--- config.mk ---
export PLATFORM = sky130hd
export DESIGN_NAME = tlnt_ctrl
export DESIGN_NICKNAME = d
export VERILOG_FILES = /design/src/hw/rtl/tlnt_pkg.sv /design/src/hw/rtl/tlnt_ctrl.sv
export SDC_FILE = /design/constraint.sdc
export NUM_CORES = 1
export LEC_CHECK = 0
export BUFFER_PORTS_ARGS = -buffer_cell sky130_fd_sc_hd__buf_4
export CORE_AREA = 4 4 41 43
export DETAILED_ROUTE_END_ITERATION = 10
export DIE_AREA = 0 0 45 47
export PLACE_DENSITY = 0.68
export SYNTH_ARGS = -nofsm -noshare
export SYNTH_HDL_FRONTEND = slang
export SYNTH_SLANG_ARGS = --single-unit
--- constraint.sdc ---
create_clock -name i_clk -period 1.32 [get_ports i_clk]
set_input_delay 0.264 -clock i_clk [delete_from_list [all_inputs] [get_ports i_clk]]
set_output_delay 0.264 -clock i_clk [all_outputs]
set_load 0.005 [all_outputs]
--- src/hw/rtl/tlnt_pkg.sv ---
// ----------------------------------------------------------------------------
// tlnt_pkg
// Shared types, sizes and codes of the two-level name table.
// ----------------------------------------------------------------------------
package tlnt_pkg;

    // table geometry
    localparam int MAX_GROUPS  = 16;
    localparam int MAX_ENTRIES = 16;

    // key and result field widths
    localparam int KEY_W   = 64;
    localparam int IDX_OUT = 4;

    // group index, group count, entry index, entry count
    localparam int GIW = (MAX_GROUPS > 1) ? $clog2(MAX_GROUPS) : 1;
    localparam int GCW = $clog2(MAX_GROUPS + 1);
    localparam int EIW = (MAX_ENTRIES > 1) ? $clog2(MAX_ENTRIES) : 1;
    localparam int ECW = $clog2(MAX_ENTRIES + 1);

    // scan counter covers both group and entry scans
    localparam int SCW = (GCW > ECW) ? GCW : ECW;

    // memory depths, entry store is addressed by {group, slot}
    localparam int GRP_DEPTH = 1 << GIW;
    localparam int ENT_DEPTH = 1 << (GIW + EIW);

    // request opcodes
    typedef enum logic [1:0] {
        OP_CREATE = 2'd0,
        OP_ADD    = 2'd1,
        OP_DELETE = 2'd2,
        OP_SEARCH = 2'd3
    } t_opcode;

    // result status codes
    typedef enum logic [2:0] {
        ST_CREATED     = 3'd0,
        ST_ADDED       = 3'd1,
        ST_DELETED     = 3'd2,
        ST_FOUND       = 3'd3,
        ST_GROUPS_FULL = 3'd4,
        ST_NO_GROUP    = 3'd5,
        ST_NO_ENTRY    = 3'd6
    } t_status;

    // request word
    typedef struct packed {
        logic [1:0]       opcode;
        logic [KEY_W-1:0] group_key;
        logic [KEY_W-1:0] entry_key;
    } t_in_word;

    // result word
    typedef struct packed {
        logic [2:0]         status;
        logic [IDX_OUT-1:0] group_index;
        logic [IDX_OUT-1:0] entry_index;
    } t_out_word;

    // datapath operations issued by the controller
    typedef enum logic [3:0] {
        DP_NOP,
        DP_LOAD,
        DP_CREATE,
        DP_SCAN,
        DP_GHIT,
        DP_EHIT,
        DP_ADD,
        DP_DEL_RD,
        DP_DEL_WR,
        DP_OUT
    } t_dp_op;

    // controller to datapath
    typedef struct packed {
        t_dp_op  op;
        t_status status;
    } t_dp_cmd;

    // datapath to controller
    typedef struct packed {
        t_opcode op;
        logic    groups_full;
        logic    group_full;
        logic    hit;
        logic    miss;
        logic    out_busy;
    } t_dp_sts;

endpackage

--- src/hw/rtl/tlnt_ctrl.sv ---
// ----------------------------------------------------------------------------
// tlnt_ctrl
// Request sequencer: dispatch, group scan, entry scan, update and result.
// ----------------------------------------------------------------------------
module tlnt_ctrl (
    input  logic              i_clk,
    input  logic              i_rst_n,
    input  logic              i_in_valid,
    input  tlnt_pkg::t_dp_sts i_sts,
    output logic              o_in_stall,
    output tlnt_pkg::t_dp_cmd o_cmd
);
    import tlnt_pkg::*;

    typedef enum logic [2:0] {
        S_IDLE,
        S_DISPATCH,
        S_GSCAN,
        S_ECHK,
        S_ESCAN,
        S_DEL_RD,
        S_DEL_WR,
        S_FINISH
    } t_state;

    t_state  r_state;
    t_state  n_state;
    t_status r_status;
    t_status n_status;

    // next state, result code and datapath command
    always_comb begin
        n_state      = r_state;
        n_status     = r_status;
        o_cmd.op     = DP_NOP;
        o_cmd.status = r_status;
        unique case (r_state)
            S_IDLE: begin
                if (i_in_valid) begin
                    o_cmd.op = DP_LOAD;
                    n_state  = S_DISPATCH;
                end
            end
            S_DISPATCH: begin
                if (i_sts.op == OP_CREATE) begin
                    n_state = S_FINISH;
                    if (i_sts.groups_full) begin
                        n_status = ST_GROUPS_FULL;
                    end else begin
                        o_cmd.op = DP_CREATE;
                        n_status = ST_CREATED;
                    end
                end else begin
                    n_state = S_GSCAN;
                end
            end
            S_GSCAN: begin
                if (i_sts.hit) begin
                    o_cmd.op = DP_GHIT;
                    n_state  = S_ECHK;
                end else if (i_sts.miss) begin
                    n_status = ST_NO_GROUP;
                    n_state  = S_FINISH;
                end else begin
                    o_cmd.op = DP_SCAN;
                end
            end
            S_ECHK: begin
                if (i_sts.op == OP_ADD) begin
                    n_state = S_FINISH;
                    if (i_sts.group_full) begin
                        n_status = ST_NO_GROUP;
                    end else begin
                        o_cmd.op = DP_ADD;
                        n_status = ST_ADDED;
                    end
                end else begin
                    n_state = S_ESCAN;
                end
            end
            S_ESCAN: begin
                if (i_sts.hit) begin
                    o_cmd.op = DP_EHIT;
                    if (i_sts.op == OP_SEARCH) begin
                        n_status = ST_FOUND;
                        n_state  = S_FINISH;
                    end else begin
                        n_state = S_DEL_RD;
                    end
                end else if (i_sts.miss) begin
                    n_status = ST_NO_ENTRY;
                    n_state  = S_FINISH;
                end else begin
                    o_cmd.op = DP_SCAN;
                end
            end
            S_DEL_RD: begin
                o_cmd.op = DP_DEL_RD;
                n_state  = S_DEL_WR;
            end
            S_DEL_WR: begin
                o_cmd.op = DP_DEL_WR;
                n_status = ST_DELETED;
                n_state  = S_FINISH;
            end
            S_FINISH: begin
                if (!i_sts.out_busy) begin
                    o_cmd.op = DP_OUT;
                    n_state  = S_IDLE;
                end
            end
            default: begin
                n_state = S_IDLE;
            end
        endcase
    end

    // state and result code
    always_ff @(posedge i_clk) begin
        if (!i_rst_n) begin
            r_state  <= S_IDLE;
            r_status <= ST_CREATED;
        end else begin
            r_state  <= n_state;
            r_status <= n_status;
        end
    end

    assign o_in_stall = (r_state != S_IDLE);

endmodule

==> results.yml, run 1 <==
cells_and_area:
  antenna_cells: 0
  fin_util_pct: 72.6
  fillers: 99
  stdcell_area_sq_um: 945
  num-nets-final: 119
  area_growth_pct: 83.3
  drive_above_1_share_pct: 58.9
  fin_cells: 122
cts:
  cts-root-buf: "clkbuf_4"
  worstSkewPairLatency_ps: 230
  clock-sinks: 6
  clk_pin_slew_ps: 40
  numCtsBuffers: 3
  clockBufferDepth: 2
  cts_tree: "done"
  cts.htree.levels: 1
floorplan:
  initial_core_util_pct: 39.6
  design.core.area_sq_um: 1300
  die_w_microns: 45
  std_cell_rows: 13
  pin_count: 18
  dieArea_sq_um: 2120
  die_h_microns: 47
timing:
  finalMaxSlewViolations: 0
  clock_skew_ps: 1.32
  fmax_ghz: 0.608
  rsz0062_at_grt: "yes"
  tightest_slew_ps: 341
  setup_viol: 9
  finalHoldViolations: 0
  period_needed_ps: 1640
  timing.final.crit_share_pct: 125
  slew_headroom_pct: 77.3
  fin_ws_ps: -324
  whs_ps: 316
placement:
  place_ws_ps: -329
  placed_area_sq_um: 776
  place_hpwl_microns: 1260
  io_buffers: 17
  gp_congestion: 0.804
  place_inst: 115
route:
  ant_nets: 0
  wl_microns: 1780
  vias: 661
  drt_iter0_markers: 4
  wl_per_cell_microns: 14.6
  vias_per_cell: 5.42
  drt_pass1_iterations: 4
  drc_errors: 0
worst_setup_path:
  end_kind: "primary output"
  critPathRequiredTime_ps: 1060
  slowest_delay_ps: 370
  path_max_fanout: 7
  crit_family: "simple AND/OR/NAND/NOR gates"
  crit_top_cell: "o31ai_1"
  path_class: "register to primary output"
  cp_num_buf_inv: 1
  start_kind: "register"
  crit_slowest_cell: "dfxtp_4"
  crit_chain: "or2_4 > nor4_4 > o31ai_1 > o31ai_1 > buf_4"
  worstPathArrival_ps: 1380
global_routing:
  grt_pass1_vias: 659
  grtUsageTotal_pct: 18.0
  antenna_found_initial: 0
  grt_max_degree: 11
  grt_pass1_wl_microns: 2790
  grt-ovfl-total: 0
run_status:
  violations: "negative setup slack"
  status: "finished with violations"
yosys:
  ys_seq_area_share_pct: 23.3
  synth_cell_type_count: 33
  ys.warnings.count: 0
  avgSynthCellArea_sq_um: 7.36
  syn-instance-count: 70
  ys_seq_elements: 6
  synth_area_sq_um: 515
  synth_nets: 80
power:
  powerDensity_nw_per_um2: 1750
  power_leakage_nw: 0.420
  ir_drop_mv: 1.04
min_path:
  hold_path_class: "input port to register"
flow_run:
  maxCapViolCount: 0
==> registers in the layout, indices dropped and copies added (netlist names) <==
name and cells:
r_state 3, r_status 3
==> what timing repair did <==
item                                    in CTS  in global routing
pin swaps                                    9                 10
setup buffers                                2                  2
endpoints found under the setup margin       9                  9
hold buffers                                 0                  0
resized for setup                           17                 16
==> per-layer routing <==
| metal | part of all wire (%) | vias up | GRT usage, % |
|---|---|---|---|
| met2 | 50 | 14 | 32.8 |
| met1 | 43 | 308 | 21.2 |
| met4 | 2.7 | 0 | 3.51 |
| li1 | - | 333 | - |
| met3 | 4.2 | 6 | 4.60 |
| met5 | 0 | - | 0 |
==> placed cells by master, fill, tap and decap left out, types with 2 or more instances in the layout <==
cell / n
o21a_1: 3
or3b_4: 2
clkbuf_4: 3
nor2_1: 3
o21ai_2: 2
a21oi_2: 2
o31ai_1: 2
nand2_1: 9
o22ai_1: 2
o21ai_0: 5
dfxtp_1: 3
dfxtp_4: 2
mux2i_1: 3
buf_6: 10
nor2_2: 3
inv_1: 2
buf_4: 29
==> stage by stage <==
stage	power (mW)	setup TNS, ps
6_report	1.65	-1500
5_1_grt	1.77	-2030
4_1_cts	1.48	-1380
3_5_place_dp	1.17	-1220
3_3_place_gp	1.15	-977
2_1_floorplan	0.736	-31.1
==> path summary, 6_finish.rpt <==
check	from	end	slack, ps	cells after the start
setup / recovery	r_state[1]	o_cmd[4]	-320	5
hold / removal	i_rst_n	r_state[1]	320	2
setup reg to reg	r_state[1]	r_status[1]	-220	5
hold reg to reg	r_status[0]	r_status[0]	460	2
==> final cells by class <==
type / instances / area, sq um / area share, %
Multi-Input combinational cell: 57 / 437 / 46.2
Timing Repair Buffer: 39 / 330 / 35.0
Tap cell: 15 / 18.8 / 1.99
Sequential cell: 6 / 129 / 13.6
Clock buffer: 3 / 22.5 / 2.38
Inverter: 2 / 7.51 / 0.795
==> cell families (layout without fill, tap and decap cells) <==
| kind of cell | Yosys count | after routing | share of synthesized area [%] |
|---|---|---|---|
| and+or+nand+nor | 26 | 26 | 26.0 |
| DFF | 6 | 6 | 23.3 |
| AOI/OAI and AO/OA | 27 | 27 | 37.6 |
| buffers and inverters | 7 | 44 | 5.58 |
| xor gates and xnor gates | 1 | 1 | 1.70 |
| muxes | 3 | 3 | 5.83 |
==> report_power, final <==
part           leakage, nW  internal (mW)  switching (mW)
Sequential          0.0508          0.252          0.0805
Combinational        0.356          0.686           0.472
Clock               0.0138          0.102          0.0568
==> cell usage after synthesis <==
library cell / count / share of area, %
o221a_1: 1 / 2.2
or3b_1: 2 / 3.4
a221oi_1: 1 / 1.7
or3_1: 1 / 1.2
a311oi_2: 1 / 2.9
a21o_1: 1 / 1.5
buf_1: 1 / 0.73
nand2_1: 9 / 6.6
nor4_1: 1 / 1.2
nor2_1: 6 / 4.4
buf_2: 2 / 1.9
a21oi_1: 2 / 1.9
and3_1: 1 / 1.2
o22ai_1: 2 / 2.4
clkbuf_1: 2 / 1.5
o21ai_0: 7 / 6.8
xnor2_1: 1 / 1.7
inv_1: 2 / 1.5
o21bai_1: 1 / 1.5
nor2b_1: 1 / 1.2
or2b_1: 1 / 1.5
or2_2: 1 / 1.2
mux2i_1: 3 / 5.8
a211o_1: 1 / 1.7
nand2b_1: 2 / 2.4
a31oi_1: 1 / 1.2
nor2b_2: 1 / 1.7
a211oi_1: 2 / 2.9
o21a_1: 3 / 4.4
dfxtp_1: 6 / 23
o31ai_1: 2 / 2.9
a21oi_2: 1 / 1.7
a211o_2: 1 / 1.9
Note: power is estimated with default switching activity, not from simulation.
==> inputs of run 2 (changes only) <==
CTS_CLUSTER_DIAMETER = 50   (was default)
RECOVER_POWER = 50   (was default)
==> results.yml, run 2 (synthesis results as in run 1) <==
timing:
  fmax_ghz: 0.608
  finalHoldViolations: 0
  tightest_slew_ps: 341
  finalMaxSlewViolations: 0
  slew_headroom_pct: 77.3
  fin_ws_ps: -324
  rsz0062_at_grt: "yes"
  clock_skew_ps: 1.29
  setup_viol: 9
  timing.final.crit_share_pct: 125
  period_needed_ps: 1640
  whs_ps: 315
worst_setup_path:
  path_max_fanout: 7
  critPathRequiredTime_ps: 1060
  start_kind: "register"
  end_kind: "primary output"
  rr_startpoint: "r_state[1]"
  path_class: "register to primary output"
  worstPathArrival_ps: 1380
  critPathLaunch: "r_state[1]"
run_status:
  violations: "negative setup slack"
  status: "finished with violations"
cells_and_area:
  drive_above_1_share_pct: 58.9
  area_growth_pct: 83.3
  fin_cells: 122
  layout_common_cells: "27 x buf_4, 10 x buf_6, 9 x nand2_1"
  num-nets-final: 119
  antenna_cells: 0
  reg.largest.list: "r_state: 3 flops, r_status: 3 flops"
  fin_util_pct: 72.6
  final_common_cell: "buf_4"
flow_run:
  maxCapViolCount: 0
route:
  wl_per_cell_microns: 14.6
  ant_nets: 0
  wl_microns: 1780
  drt_iter0_markers: 4
  vias_per_cell: 5.42
  drt_pass1_iterations: 4
  vias: 661
  drc_errors: 0
placement:
  place_hpwl_microns: 1260
  io_buffers: 17
  gp_congestion: 0.804
  place_inst: 115
cts:
  clock-sinks: 6
  clockBufferDepth: 2
  cts.htree.levels: 1
  cts-root-buf: "clkbuf_4"
  clk_pin_slew_ps: 40
  worstSkewPairLatency_ps: 230
  cts_hold_buf: 0
  numCtsBuffers: 3
  cts_tree: "done"
global_routing:
  grt_max_degree: 11
  grtUsageTotal_pct: 18.0
  grt_pass1_wl_microns: 2790
  grt_pass1_vias: 659
  antenna_found_initial: 0
  grt-ovfl-total: 0
floorplan:
  die_h_microns: 47
  dieArea_sq_um: 2120
  design.core.area_sq_um: 1300
  die_w_microns: 45
  initial_core_util_pct: 39.6
  pin_count: 18
  std_cell_rows: 13
power:
  powerDensity_nw_per_um2: 1750
  power_leakage_nw: 0.419
  ir_drop_mv: 1.04
min_path:
  hold_path.startpoint: "i_rst_n"
  hold_path_class: "input port to register"
-- run 2: cell types whose count changed in the layout (fill, tap and decap cells not counted), sizes merged --
cell    previous run  this run
clkbuf             3         5
buf               39        37
-- run 2: final cells by class --
cell class	count	area [sq um]
Clock buffer	3	22.5
Fill cell	99	357
Inverter	2	7.51
Multi-Input combinational cell	57	437
Sequential cell	6	129
Tap cell	15	18.8
Timing Repair Buffer	39	330
-- run 2: layer usage --
metal  up-vias  wire (microns)  track usage (%)
met5         -               0                0
met4         0              48             3.51
met3         6              74             4.60
met2        14             889             32.8
met1       308             768             21.2
li1        333               -                -
-- run 2: worst max-delay path: stages (launching register included) --
cell and delay (ps):
dfxtp_4 370, or2_4 250, nor4_4 200, o31ai_1 90
o31ai_1 70, buf_4 160
-- run 2: final timing paths --
| check | cells after the start | slack, ps | to |
|---|---|---|---|
| hold reg to reg | 2 | 460 | r_status[0] |
| hold / removal | 2 | 320 | r_state[1] |
| setup / recovery | 5 | -320 | o_cmd[4] |
| setup reg to reg | 5 | -220 | r_status[1] |
-- run 2: per-stage QoR --
step                      total power, mW  setup WS, ps  cell area (sq um)  setup TNS [ps]
after detailed placement             1.17          -329                776           -1220
after global routing                 1.77          -382                945           -2030
final                                1.65          -324                945           -1500
after global placement               1.15          -259                776            -977
after floorplan                     0.736         -31.1                515           -31.1
after CTS                            1.48          -321                872           -1380
-- run 2: what timing repair did --
item | in CTS | in global routing
setup endpoints to repair | 9 | 9
setup buffers | 2 | 2
hold endpoints to repair | 0 | 0
pin swaps | 9 | 10
resized for setup | 17 | 16
gates cloned | 0 | 0
-- run 2: power by group --
part           internal, mW  switching, mW  total [mW]
Combinational         0.685          0.472        1.16
Sequential            0.252         0.0803       0.332
Clock                 0.102         0.0568       0.159
Total                  1.04          0.609        1.65
